`src/hw/rtl/cmms_pkg.sv`:
```
// Package for the crop / mirror / mean-subtract / scale pixel block.
// Sizes, register map, configuration and position types, dimension clamp.
// No dependencies.
`timescale 1ns / 1ps
`default_nettype none

package cmms_pkg;

	// Image geometry and channel count
	localparam int MAX_DIM  = 1024;
	localparam int CHANNELS = 3;
	localparam int DIM_W    = $clog2(MAX_DIM);   // row / column counter width
	localparam int SIZE_W   = DIM_W + 1;         // holds sizes up to MAX_DIM
	localparam int CH_W     = 2;
	localparam int PLANE_W  = CH_W + SIZE_W;     // channel * out_rows

	// Field widths
	localparam int PIX_W   = 8;
	localparam int MEAN_W  = 16;
	localparam int SCALE_W = 18;
	localparam int DIFF_W  = PIX_W + 9;          // signed pixel*256 - mean
	localparam int PROD_W  = DIFF_W + SCALE_W + 1;
	localparam int VALUE_W = 27;
	localparam int IDX_W   = 22;
	localparam int OFS_W   = 10;                 // each crop offset field
	localparam int MEANS_W = 48;

	// Configuration port
	localparam int ADDR_W = 6;
	localparam int DATA_W = 64;

	// Register indexes (byte address = 8 * index)
	typedef enum logic [2:0] {
		REG_IMAGE_WIDTH   = 3'd0,
		REG_IMAGE_HEIGHT  = 3'd1,
		REG_CROP_WIDTH    = 3'd2,
		REG_CROP_HEIGHT   = 3'd3,
		REG_CROP_OFFSETS  = 3'd4,
		REG_MIRROR        = 3'd5,
		REG_SCALE         = 3'd6,
		REG_CHANNEL_MEANS = 3'd7
	} reg_idx_t;

	// Decoded configuration handed to the datapath
	typedef struct packed {
		logic [SIZE_W-1:0]  w_sat;
		logic [SIZE_W-1:0]  h_sat;
		logic [SIZE_W-1:0]  out_cols;
		logic [SIZE_W-1:0]  out_rows;
		logic [DIM_W-1:0]   top;
		logic [DIM_W-1:0]   left;
		logic               mirror;
		logic [SCALE_W-1:0] scale;
		logic [MEANS_W-1:0] means;
	} cfg_t;

	// Position of one byte in the incoming image
	typedef struct packed {
		logic [DIM_W-1:0] row;
		logic [DIM_W-1:0] col;
		logic [CH_W-1:0]  ch;
	} pos_t;

	// Clamp an image dimension to 1..MAX_DIM
	function automatic logic [SIZE_W-1:0] sat_dim(input logic [10:0] v);
		logic [SIZE_W-1:0] r;
		if (v == 11'd0) begin
			r = SIZE_W'(1);
		end else if (32'(v) > MAX_DIM) begin
			r = SIZE_W'(MAX_DIM);
		end else begin
			r = SIZE_W'(v);
		end
		return r;
	endfunction

	// Clamp a crop size to MAX_DIM
	function automatic logic [SIZE_W-1:0] sat_crop(input logic [10:0] v);
		logic [SIZE_W-1:0] r;
		if (32'(v) > MAX_DIM) begin
			r = SIZE_W'(MAX_DIM);
		end else begin
			r = SIZE_W'(v);
		end
		return r;
	endfunction

endpackage

`default_nettype wire

```
`src/hw/rtl/cmms_regs.sv`:
```
// Configuration register file with APB-style access.
// Decodes the registers into cfg_t for the datapath. Depends on cmms_pkg.
`timescale 1ns / 1ps
`default_nettype none

module cmms_regs import cmms_pkg::*; (
	input  wire logic              clk,
	input  wire logic              arst_n,
	input  wire logic              psel,
	input  wire logic              penable,
	input  wire logic              pwrite,
	input  wire logic [ADDR_W-1:0] paddr,
	input  wire logic [DATA_W-1:0] pwdata,
	output logic      [DATA_W-1:0] prdata,
	output logic                   pready,
	output cfg_t                   cfg
);

	logic [10:0]        image_width_q;
	logic [10:0]        image_height_q;
	logic [10:0]        crop_width_q;
	logic [10:0]        crop_height_q;
	logic [19:0]        crop_offsets_q;
	logic               mirror_q;
	logic [SCALE_W-1:0] scale_q;
	logic [MEANS_W-1:0] means_q;
	reg_idx_t           idx;
	logic               wr_en;
	logic               crop_on;

	assign pready = 1'b1;
	assign idx    = reg_idx_t'(paddr[ADDR_W-1:3]);
	assign wr_en  = psel && penable && pwrite && pready;

	// Register writes
	always_ff @(posedge clk or negedge arst_n) begin
		if (!arst_n) begin
			image_width_q  <= 11'd1024;
			image_height_q <= 11'd1024;
			crop_width_q   <= '0;
			crop_height_q  <= '0;
			crop_offsets_q <= '0;
			mirror_q       <= 1'b0;
			scale_q        <= SCALE_W'(65536);
			means_q        <= '0;
		end else if (wr_en) begin
			unique case (idx)
				REG_IMAGE_WIDTH:   image_width_q  <= pwdata[10:0];
				REG_IMAGE_HEIGHT:  image_height_q <= pwdata[10:0];
				REG_CROP_WIDTH:    crop_width_q   <= pwdata[10:0];
				REG_CROP_HEIGHT:   crop_height_q  <= pwdata[10:0];
				REG_CROP_OFFSETS:  crop_offsets_q <= pwdata[19:0];
				REG_MIRROR:        mirror_q       <= pwdata[0];
				REG_SCALE:         scale_q        <= pwdata[SCALE_W-1:0];
				REG_CHANNEL_MEANS: means_q        <= pwdata[MEANS_W-1:0];
			endcase
		end
	end

	// Read mux
	always_comb begin
		unique case (idx)
			REG_IMAGE_WIDTH:   prdata = DATA_W'(image_width_q);
			REG_IMAGE_HEIGHT:  prdata = DATA_W'(image_height_q);
			REG_CROP_WIDTH:    prdata = DATA_W'(crop_width_q);
			REG_CROP_HEIGHT:   prdata = DATA_W'(crop_height_q);
			REG_CROP_OFFSETS:  prdata = DATA_W'(crop_offsets_q);
			REG_MIRROR:        prdata = DATA_W'(mirror_q);
			REG_SCALE:         prdata = DATA_W'(scale_q);
			REG_CHANNEL_MEANS: prdata = DATA_W'(means_q);
		endcase
	end

	// Decoded window: crop only when both sizes are nonzero
	assign crop_on = (crop_width_q != 11'd0) && (crop_height_q != 11'd0);

	always_comb begin
		cfg.w_sat  = sat_dim(image_width_q);
		cfg.h_sat  = sat_dim(image_height_q);
		cfg.mirror = mirror_q;
		cfg.scale  = scale_q;
		cfg.means  = means_q;
		if (crop_on) begin
			cfg.out_cols = sat_crop(crop_width_q);
			cfg.out_rows = sat_crop(crop_height_q);
			cfg.top      = DIM_W'(crop_offsets_q[2*OFS_W-1:OFS_W]);
			cfg.left     = DIM_W'(crop_offsets_q[OFS_W-1:0]);
		end else begin
			cfg.out_cols = cfg.w_sat;
			cfg.out_rows = cfg.h_sat;
			cfg.top      = '0;
			cfg.left     = '0;
		end
	end

endmodule

`default_nettype wire

```
`src/hw/rtl/cmms_seq.sv`:
```
// Row / column / channel position counters for the incoming byte stream.
// Start flag forces the first position. Depends on cmms_pkg.
`timescale 1ns / 1ps
`default_nettype none

module cmms_seq import cmms_pkg::*; (
	input  wire logic              clk,
	input  wire logic              arst_n,
	input  wire logic              accept,
	input  wire logic              start_req,
	input  wire logic [SIZE_W-1:0] w_sat,
	input  wire logic [SIZE_W-1:0] h_sat,
	output pos_t                   cur_pos
);

	logic [DIM_W-1:0] row_q;
	logic [DIM_W-1:0] col_q;
	logic [CH_W-1:0]  ch_q;
	pos_t             nxt_pos;

	// Position of the byte now at the input
	always_comb begin
		if (start_req) begin
			cur_pos = '0;
		end else begin
			cur_pos.row = row_q;
			cur_pos.col = col_q;
			cur_pos.ch  = ch_q;
		end
	end

	// Advance channel, then column, then row, wrapping at the image end
	always_comb begin
		nxt_pos = '0;
		if (32'(cur_pos.ch) + 1 < CHANNELS) begin
			nxt_pos     = cur_pos;
			nxt_pos.ch  = cur_pos.ch + CH_W'(1);
		end else if ({1'b0, cur_pos.col} + SIZE_W'(1) < w_sat) begin
			nxt_pos.row = cur_pos.row;
			nxt_pos.col = cur_pos.col + DIM_W'(1);
		end else if ({1'b0, cur_pos.row} + SIZE_W'(1) < h_sat) begin
			nxt_pos.row = cur_pos.row + DIM_W'(1);
		end
	end

	always_ff @(posedge clk or negedge arst_n) begin
		if (!arst_n) begin
			row_q <= '0;
			col_q <= '0;
			ch_q  <= '0;
		end else if (accept) begin
			row_q <= nxt_pos.row;
			col_q <= nxt_pos.col;
			ch_q  <= nxt_pos.ch;
		end
	end

	a_ch_range: assert property (@(posedge clk) disable iff (!arst_n)
		32'(ch_q) < CHANNELS)
		else $error("channel counter out of range");

endmodule

`default_nettype wire

```
`src/hw/rtl/cmms_proc.sv`:
```
// Two-register datapath: input register, window / scale / index logic,
// result register with stall handling. Depends on cmms_pkg.
`timescale 1ns / 1ps
`default_nettype none

module cmms_proc import cmms_pkg::*; (
	input  wire logic               clk,
	input  wire logic               arst_n,
	input  wire cfg_t               cfg,
	input  wire logic               pix_valid,
	output logic                    pix_stall,
	input  wire logic [PIX_W-1:0]   pixel,
	input  wire pos_t               cur_pos,
	output logic                    accept,
	output logic                    res_valid,
	input  wire logic               res_stall,
	output logic signed [VALUE_W-1:0] value,
	output logic [IDX_W-1:0]        dest_index,
	output logic [CH_W-1:0]         channel,
	output logic                    last
);

	// Input stage
	logic               s1_valid;
	logic [PIX_W-1:0]   pixel_s1;
	pos_t               pos_s1;
	logic [PLANE_W-1:0] plane_s1;
	logic [PLANE_W-1:0] plane_in;

	// Stage logic
	logic [SIZE_W-1:0]        r_full;
	logic [SIZE_W-1:0]        c_full;
	logic [SIZE_W-1:0]        c_out;
	logic                     keep;
	logic                     last_c;
	logic [MEAN_W-1:0]        mean;
	logic signed [DIFF_W-1:0] diff;
	logic signed [PROD_W-1:0] prod;
	logic [PLANE_W:0]         row_lin;
	logic [PLANE_W+SIZE_W+1:0] idx_full;
	logic                     s2_free;
	logic                     s1_adv;

	// Flow control: a dropped byte never waits on the output
	assign s2_free   = !res_valid || !res_stall;
	assign s1_adv    = !s1_valid || !keep || s2_free;
	assign pix_stall = !s1_adv;
	assign accept    = pix_valid && s1_adv;

	// Plane base offset: channel times output rows
	assign plane_in = PLANE_W'(cur_pos.ch) * PLANE_W'(cfg.out_rows);

	always_ff @(posedge clk or negedge arst_n) begin
		if (!arst_n) begin
			s1_valid <= 1'b0;
		end else if (s1_adv) begin
			s1_valid <= pix_valid;
		end
	end

	always_ff @(posedge clk) begin
		if (accept) begin
			pixel_s1 <= pixel;
			pos_s1   <= cur_pos;
			plane_s1 <= plane_in;
		end
	end

	// Crop window test and window-relative position
	always_comb begin
		r_full = {1'b0, pos_s1.row} - {1'b0, cfg.top};
		c_full = {1'b0, pos_s1.col} - {1'b0, cfg.left};
		keep   = (pos_s1.row >= cfg.top) && (r_full < cfg.out_rows) &&
		         (pos_s1.col >= cfg.left) && (c_full < cfg.out_cols);
		last_c = (r_full == cfg.out_rows - SIZE_W'(1)) &&
		         (c_full == cfg.out_cols - SIZE_W'(1)) &&
		         (32'(pos_s1.ch) == CHANNELS - 1);
		c_out  = cfg.mirror ? (cfg.out_cols - SIZE_W'(1) - c_full) : c_full;
	end

	// Per-channel mean; a fourth channel has none
	always_comb begin
		unique case (pos_s1.ch)
			2'd0:    mean = cfg.means[MEAN_W-1:0];
			2'd1:    mean = cfg.means[2*MEAN_W-1:MEAN_W];
			2'd2:    mean = cfg.means[3*MEAN_W-1:2*MEAN_W];
			default: mean = '0;
		endcase
	end

	// Mean subtract and scale; drop 8 fraction bits with floor
	assign diff = $signed({1'b0, pixel_s1, 8'b0}) - $signed({1'b0, mean});
	assign prod = diff * $signed({1'b0, cfg.scale});

	// Planar destination index
	assign row_lin  = {1'b0, plane_s1} + (PLANE_W+1)'(r_full[DIM_W-1:0]);
	assign idx_full = (PLANE_W+SIZE_W+2)'(row_lin) * (PLANE_W+SIZE_W+2)'(cfg.out_cols) +
	                  (PLANE_W+SIZE_W+2)'(c_out);

	// Result register
	always_ff @(posedge clk or negedge arst_n) begin
		if (!arst_n) begin
			res_valid <= 1'b0;
		end else if (s2_free) begin
			res_valid <= s1_valid && keep;
		end
	end

	always_ff @(posedge clk) begin
		if (s2_free && s1_valid && keep) begin
			value      <= prod[VALUE_W+7:8];
			dest_index <= idx_full[IDX_W-1:0];
			channel    <= pos_s1.ch;
			last       <= last_c;
		end
	end

	a_last_channel: assert property (@(posedge clk) disable iff (!arst_n)
		res_valid && last |-> 32'(channel) == CHANNELS - 1)
		else $error("last flag on a channel other than the final one");

	a_stall_cause: assert property (@(posedge clk) disable iff (!arst_n)
		pix_stall |-> s1_valid && keep && res_valid && res_stall)
		else $error("input stalled without a blocked kept byte");

	a_kept_moves: assert property (@(posedge clk) disable iff (!arst_n)
		s1_valid && keep && s2_free |=> res_valid)
		else $error("kept byte lost between stages");

endmodule

`default_nettype wire

```
`src/hw/rtl/crop_mirror_mean_scale_pixel.sv`:
```
// Top level of the crop / mirror / mean-subtract / scale pixel block.
// Instantiates cmms_regs, cmms_seq and cmms_proc; depends on cmms_pkg.
//
//   channel   handshake               payload
//   input     pix_valid / pix_stall   pixel, start_req
//   result    res_valid / res_stall   value, dest_index, channel, last
//   config    psel/penable/pwrite     paddr, pwdata, prdata (pready tied high)
//
// One byte is accepted per cycle while pix_stall is low. The accepting edge loads the
// input register; a kept byte then moves into the result register, which drives the
// result port, once that register is free (res_valid low or res_stall low).
// Bytes outside the crop window give no result and never wait on res_stall.
// A stalled result blocks input only when the input register holds a kept byte.
// Reset clears the position counters and valid flags and loads register defaults.
`timescale 1ns / 1ps
`default_nettype none

module crop_mirror_mean_scale_pixel import cmms_pkg::*; (
	input  wire logic                 clk,
	input  wire logic                 arst_n,
	input  wire logic                 pix_valid,
	output logic                      pix_stall,
	input  wire logic [PIX_W-1:0]     pixel,
	input  wire logic                 start_req,
	output logic                      res_valid,
	input  wire logic                 res_stall,
	output logic signed [VALUE_W-1:0] value,
	output logic [IDX_W-1:0]          dest_index,
	output logic [CH_W-1:0]           channel,
	output logic                      last,
	input  wire logic                 psel,
	input  wire logic                 penable,
	input  wire logic                 pwrite,
	input  wire logic [ADDR_W-1:0]    paddr,
	input  wire logic [DATA_W-1:0]    pwdata,
	output logic      [DATA_W-1:0]    prdata,
	output logic                      pready
);

	cfg_t cfg;
	pos_t cur_pos;
	logic accept;

	cmms_regs u_regs (
		.clk     (clk),
		.arst_n  (arst_n),
		.psel    (psel),
		.penable (penable),
		.pwrite  (pwrite),
		.paddr   (paddr),
		.pwdata  (pwdata),
		.prdata  (prdata),
		.pready  (pready),
		.cfg     (cfg)
	);

	cmms_seq u_seq (
		.clk       (clk),
		.arst_n    (arst_n),
		.accept    (accept),
		.start_req (start_req),
		.w_sat     (cfg.w_sat),
		.h_sat     (cfg.h_sat),
		.cur_pos   (cur_pos)
	);

	cmms_proc u_proc (
		.clk        (clk),
		.arst_n     (arst_n),
		.cfg        (cfg),
		.pix_valid  (pix_valid),
		.pix_stall  (pix_stall),
		.pixel      (pixel),
		.cur_pos    (cur_pos),
		.accept     (accept),
		.res_valid  (res_valid),
		.res_stall  (res_stall),
		.value      (value),
		.dest_index (dest_index),
		.channel    (channel),
		.last       (last)
	);

endmodule

`default_nettype wire

```
`config.mk`:
```
export PLATFORM = sky130hd
export DESIGN_NAME = crop_mirror_mean_scale_pixel
export DESIGN_NICKNAME = d
export VERILOG_FILES = /design/src/hw/rtl/cmms_pkg.sv /design/src/hw/rtl/cmms_regs.sv /design/src/hw/rtl/cmms_seq.sv /design/src/hw/rtl/cmms_proc.sv /design/src/hw/rtl/crop_mirror_mean_scale_pixel.sv
export SDC_FILE = /design/constraint.sdc
export NUM_CORES = 2
export LEC_CHECK = 0
export ABC_CLOCK_PERIOD_IN_PS = 21300
export BUFFER_PORTS_ARGS = -buffer_cell sky130_fd_sc_hd__buf_2
export CAP_MARGIN = 20
export CORE_MARGIN = 2
export CORE_UTILIZATION = 38
export CTS_CLUSTER_DIAMETER = 150
export CTS_CLUSTER_SIZE = 30
export DETAILED_ROUTE_END_ITERATION = 10
export GPL_TIMING_DRIVEN = 0
export MAX_ROUTING_LAYER = met4
export SLEW_MARGIN = 20
export SYNTH_ARGS = -nofsm -noshare
export SYNTH_HDL_FRONTEND = slang
export SYNTH_SLANG_ARGS = --single-unit
```
`constraint.sdc`:
```
create_clock -name clk -period 21.3 [get_ports clk]
set_clock_uncertainty 0.05 [all_clocks]
set_input_delay 4.26 -clock clk [delete_from_list [all_inputs] [get_ports clk]]
set_output_delay 4.26 -clock clk [all_outputs]
set_load 0.1 [all_outputs]
```
=== After elaboration in Yosys (flattened, before gate mapping) ===
Index checks and enable logic that the tools add are counted.

* Bits in registers: 250
* Input bits: 86
* Output and inout bits: 119
* Word-level logic and storage cells: 111

* Add/sub/neg operators: 14
* Multiply operators: 3
* $lt $le $gt $ge: 11
* Equal/unequal tests: 11
* Multiplexer cells: 16
* Reductions and logical operators: 34

{| class="wikitable"
|+ Operators with widths
! operator !! number
|-
| one-hot mux 64 bit (8 select lines) || 1
|-
| two-way mux 11 bit || 7
|-
| one-hot mux 16 bit (3 select lines) || 1
|-
| > comparator 11 bit (second input constant) || 4
|-
| less-than comparator 11 bit || 4
|-
| two-way mux 42 bit || 1
|-
| multiplier 17 x 19 -> 35 bit || 1
|-
| less-than comparator 32 x 2 -> 1 bit (second input constant) || 1
|-
| two-way mux 10 bit || 3
|-
| adder 10 x 1 -> 11 bit (second input constant) || 2
|-
| adder 22 x 11 -> 22 bit || 1
|-
| equality test 11 bit || 2
|-
| zero test 11 bit || 2
|-
| multiplier 14 x 11 -> 22 bit || 1
|-
| two-way mux 22 bit || 1
|-
| nonzero test 11 bit || 2
|-
| subtractor 10 x 10 -> 11 bit || 2
|-
| subtractor 11 x 1 -> 11 bit (second input constant) || 2
|-
| adder 10 x 1 -> 10 bit (second input constant) || 2
|-
| >= comparator 10 bit || 2
|-
| two-way mux 20 bit || 1
|-
| subtractor 16 x 16 -> 17 bit || 1
|-
| AND reduction 2 bit || 8
|-
| adder 13 x 10 -> 14 bit || 1
|-
| other kinds (15) || 36
|}

=== Longest topological paths before layout ===
* Depth after elaboration: 13
* Gate-level depth with buffers: 43
* Mapped depth without buffers: 39

=== Cells and area by module ===
From an unflattened synthesis, not the netlist that was laid out.

* Cell total of the unflattened synthesis: 3203
* Area total of the unflattened synthesis: 30895.9 µm²

{| class="wikitable"
|+ By module, submodules not included
! module !! times used !! cells an instance !! area each (µm²) !! sequential area each (µm²)
|-
| cmms_proc || 1 || 2383 || 21897.3 || 2902.8
|-
| cmms_regs || 1 || 584 || 6979.2 || 3281.9
|-
| cmms_seq || 1 || 236 || 2019.4 || 550.5
|}

=== Worst setup path before layout ===
Ideal clock, no wire load.

* Path type: reg2out
* Start point: register u_regs.crop_width_q[2]
* End point: output port pix_stall
* Arrival time: 8.341 ns
* Data required time: 16.990 ns
* Path slack: 8.649 ns
* Cell stages (with the launch flop): 23
* Path buffers: 5
* Cell sequence: dfrtp_1 > or4_1 > or4_4 > buf_6 > and2_4 > buf_6 > buf_2 > clkbuf_1 > clkbuf_1 > nand2_1 > ha_1 > o21ai_0 > a21boi_0 > o21a_1 > o41a_1 > a21o_1 > a21oi_1 > ha_1 > and4_1 > a2111oi_0 > and3_1 > o311ai_0 > nor4_1

* Longest elaborated chain between the ends: 12
* Elaborated cells on any way between the ends: 18
* Classes of those cells: 2 x add/sub; 5 x order compare; 2 x mux; 9 x reduce/logical

{| class="wikitable"
|+ RTL lines
! item !! line !! source
|-
| from (decl) || cmms_regs.sv:21 || <nowiki>logic [10:0] crop_width_q;</nowiki>
|-
| from (signal assigned) || cmms_regs.sv:50 || <nowiki>REG_CROP_WIDTH: crop_width_q <= pwdata[10:0];</nowiki>
|-
| nonzero test 11 bit || cmms_regs.sv:75 || <nowiki>assign crop_on = (crop_width_q != 11'd0) && (crop_height_q != 11'd0);</nowiki>
|-
| logical AND 1 bit || cmms_regs.sv:75 ||
|-
| two-way mux 42 bit (*) || cmms_regs.sv:83 || <nowiki>if (crop_on) begin</nowiki>
|-
| subtractor 10 x 10 -> 11 bit || cmms_proc.sv:71 || <nowiki>r_full = {1'b0, pos_s1.row} - {1'b0, cfg.top};</nowiki>
|-
| less-than comparator 11 bit || cmms_proc.sv:73 || <nowiki>keep = (pos_s1.row >= cfg.top) && (r_full < cfg.out_rows) &&</nowiki>
|-
| logical AND 1 bit (2 in a row) || cmms_proc.sv:73 ||
|-
| logical AND 1 bit (*) || cmms_proc.sv:74 || <nowiki>(pos_s1.col >= cfg.left) && (c_full < cfg.out_cols);</nowiki>
|-
| zero test 1 bit (*) || cmms_proc.sv:46 || <nowiki>assign s1_adv = !s1_valid || !keep || s2_free;</nowiki>
|-
| logical OR 1 bit (*) (2 in a row) || cmms_proc.sv:46 ||
|-
| zero test 1 bit (*) || cmms_proc.sv:47 || <nowiki>assign pix_stall = !s1_adv;</nowiki>
|-
| to (decl) || crop_mirror_mean_scale_pixel.sv:22 || <nowiki>output logic pix_stall,</nowiki>
|}

Every way passes the cells marked *; elsewhere a longest branch is shown, timed or not.

=== Worst setup path in the final report ===
Ends and elaborated chain as after synthesis.

==> flow_metrics.tcl <==
set metrics [dict create \
    hold_viol_final 0 \
    endpoint_kind "output port" \
    clock_latency_ns 0.55 \
    r2r_slack_ns 10.05 \
    wl_mm 86.9 \
    cts_setup_buffers 0 \
    cp_data_required_time_ns 16.99 \
    syn_to_final_growth_pct 9.73 \
    drtIter0Drc 1754 \
    rsz0062_at_grt "false" \
    whs_path_depth 1 \
    final.min_clock_period_ns 11.99 \
    status "finished, final reports clean" \
    cp_max_fo 10 \
    rr_worst_depth 33 \
    rows 103 \
    place_hpwl_mm 71.4 \
    coreArea_sq_um 79100 \
    final.period_utilization_pct 56.3 \
    nets 4148 \
    final_max_slew_viol_count 0 \
    synth_top_cells_by_area "fa_1, dfrtp_1, ha_1, edfxtp_1, inv_1" \
    start_kind "register" \
    drive_above_1_share_pct 12.1 \
    overflow 0 \
    yosysTopAreaCell "fa_1" \
    ys_seq_elements 250 \
    antenna_found_initial 2 \
    worst_hold_path.endpoint "u_seq.row_q[0]" \
    cts_buffers 14 \
    pin_count 205 \
    synth_area_sq_um 30400 \
    routabilityCongestion 0.943 \
    drc 0 \
    synth.distinct_cells 84 \
    grt_util_all_layers_pct 21.9 \
    yosysSeqAreaShare_pct 22.2 \
    grt_pass1_wl_mm 135 \
    placed_area_sq_um 32800 \
    worst_ep_arrival_time_ns 7.68 \
    vias 23100 \
    yosysTopAreaCellShare_pct 23.6 \
    port_buffers 166 \
    hold_start "u_seq.row_q[0]" \
    synth_edf_count 95 \
    r2r-start "u_proc.pos_s1[0]" \
    ant_nets 0 \
    htree_levels 1 \
    die_area_sq_um 82300 \
    hold_buffers 0 \
    cts_tree "done" \
    cts_root_buffer "clkbuf_16" \
    worst_pin_slew_ns 1.18 \
    synth-warning-count 0 \
    setup_viol 0 \
    clk_pin_slew_ns 0.12 \
    criticalPathCategory "reg2out" \
    grt_pass1_vias 23100 \
    fin_area_sq_um 33400 \
    clock_sinks 250 \
    via_per_inst 5.16 \
    max_freq_mhz 83.4 \
    drt-wirelength-per-cell_microns 19.4 \
    start_util_pct 38.4 \
    finalSetupTns_ns 0 \
    postSynthAreaPerCell_sq_um 9.44 \
    grt_max_degree 83 \
    die_h_microns 287 \
    dr.pass1.iters 7 \
    die_w_microns 287 \
    hold_class "reg2reg" \
    maxSlewHeadroom_pct 21.2 \
    max-cap-violations 0 \
    synthArstFlopShare_pct 62.0 \
    synth_cells 3219 \
    regToRegEndpoint "u_proc.value[26]" \
    cts_buffer_depth 3 \
    post_cts_resized 0 \
    ys.flop_type "dfrtp_1" \
]
## routing by layer
| layer | wire length [microns] | track usage [%] | vias up | part of all wire (%) |
|---|---|---|---|---|
| li1 | - | - | 10800 | - |
| met1 | 40600 | 30.8 | 11500 | 47 |
| met2 | 38100 | 33.2 | 727 | 44 |
| met3 | 5810 | 3.02 | 103 | 6.7 |
| met4 | 2390 | 5.51 | 0 | 2.8 |
| met5 | 0 | - | - | 0 |
## registers in the layout, indices dropped and copies added, names as in the netlist, 8 cells and up
register and cells:
u_seq.row_q 10, u_proc.dest_index 22, u_regs.image_width_q 11, u_proc.value 27, u_regs.image_height_q 11, u_proc.pos_s1 22
u_regs.scale_q 18, u_regs.means_q 48, u_proc.plane_s1 13, u_regs.crop_width_q 11, u_regs.crop_offsets_q 20, u_proc.pixel_s1 8
u_seq.col_q 10, u_regs.crop_height_q 11
## cells in the final DEF, fill, tap and decap left out, types with 15 or more instances in the layout
| master | n |
|---|---|
| clkbuf_16 | 16 |
| inv_1 | 518 |
| o21ai_0 | 69 |
| o21a_1 | 21 |
| nor3_1 | 34 |
| clkbuf_1 | 104 |
| a21o_1 | 36 |
| edfxtp_1 | 95 |
| mux2_2 | 128 |
| and3_1 | 48 |
| or2_2 | 23 |
| nand2_1 | 347 |
| nor2_1 | 205 |
| dfrtp_1 | 152 |
| ha_1 | 281 |
| xor2_1 | 41 |
| nand4_1 | 22 |
| nor2b_1 | 47 |
| buf_4 | 19 |
| a31oi_1 | 15 |
| buf_2 | 171 |
| nand2b_1 | 36 |
| a21oi_1 | 102 |
| fa_1 | 359 |
| conb_1 | 17 |
| and2_1 | 130 |
| nand3_1 | 25 |
| xnor2_1 | 97 |
| mux2i_1 | 38 |
| a22o_1 | 17 |
## Yosys cell counts (21+ instances only)
| cell type | count |
|---|---|
| xor2_1 | 41 |
| mux2_2 | 128 |
| o21ai_0 | 69 |
| nor3_1 | 34 |
| nand2b_1 | 36 |
| xnor2_1 | 102 |
| nand3_1 | 25 |
| or2_2 | 23 |
| clkbuf_1 | 103 |
| and3_1 | 48 |
| edfxtp_1 | 95 |
| nand4_1 | 22 |
| mux2i_1 | 38 |
| a21o_1 | 36 |
| inv_1 | 519 |
| a21oi_1 | 103 |
| nor2_1 | 205 |
| nand2_1 | 347 |
| o21a_1 | 21 |
| dfrtp_1 | 152 |
| nor2b_1 | 47 |
| and2_1 | 130 |
| ha_1 | 281 |
| fa_1 | 359 |
## critical path: stages, from the launching register on
cell and delay [ns]:
dfrtp_1 0.45, or4_1 0.57, or4_4 0.50, buf_6 0.15
and2_4 0.18, buf_6 0.14, buf_2 0.18, clkbuf_1 0.25
clkbuf_1 0.29, nand2_1 0.17, ha_1 0.27, o21ai_0 0.11
a21boi_0 0.14, o21a_1 0.21, o41a_1 0.35, a21o_1 0.19
a21oi_1 0.34, ha_1 0.32, and4_1 0.22, a2111oi_0 0.38
and3_1 0.23, o311ai_0 0.26, nor4_2 0.66, buf_2 0.56
## per-stage QoR
step	hold slack, ns	std cells	setup WS, ns	util [%]
6_report	0.443	4483	9.31	42.2
4_1_cts	0.445	4479	9.29	42.1
3_5_place_dp	0.427	4456	9.91	41.5
3_3_place_gp	0.412	4450	9.59	41.2
5_1_grt	0.488	4481	8.81	42.1
2_1_floorplan	0.386	3234	8.65	-
## kinds of logic after synthesis
group | after synthesis | synth area share [%]
AOI/OAI and AO/OA | 387 | 8.58
xor gates and xnor gates | 144 | 4.19
adders and majority gates | 640 | 35.2
buffers and inverters | 671 | 8.63
DFF | 250 | 22.2
muxes | 167 | 6.07
other | 2 | 0.0247
and+or+nand+nor | 958 | 15.1
## how the worst max path moves through the flow
stage	start	to	cells after the start
floorplan	u_regs.crop_width_q[2]	pix_stall	22
global placement	u_regs.crop_width_q[2]	pix_stall	25
detailed placement	u_regs.crop_width_q[2]	pix_stall	23
CTS	u_regs.crop_width_q[2]	pix_stall	23
global route	u_regs.crop_width_q[2]	pix_stall	25
finish	u_regs.crop_width_q[2]	pix_stall	23
## cell type report
cell class,count,area [sq um]
clock buffers,19,432
multi-input cells,2313,21200
inverters,525,1970
flip-flops and latches,250,6740
clock inverters,4,91.3
repair buffers,172,978
diodes,4,10.0
plain buffers,146,652
fillers,7896,45800
well taps,1050,1310
Power is left out: the tool's default activity adds up to more than one toggle a clock period on the data nets, which glitch-free logic cannot reach.
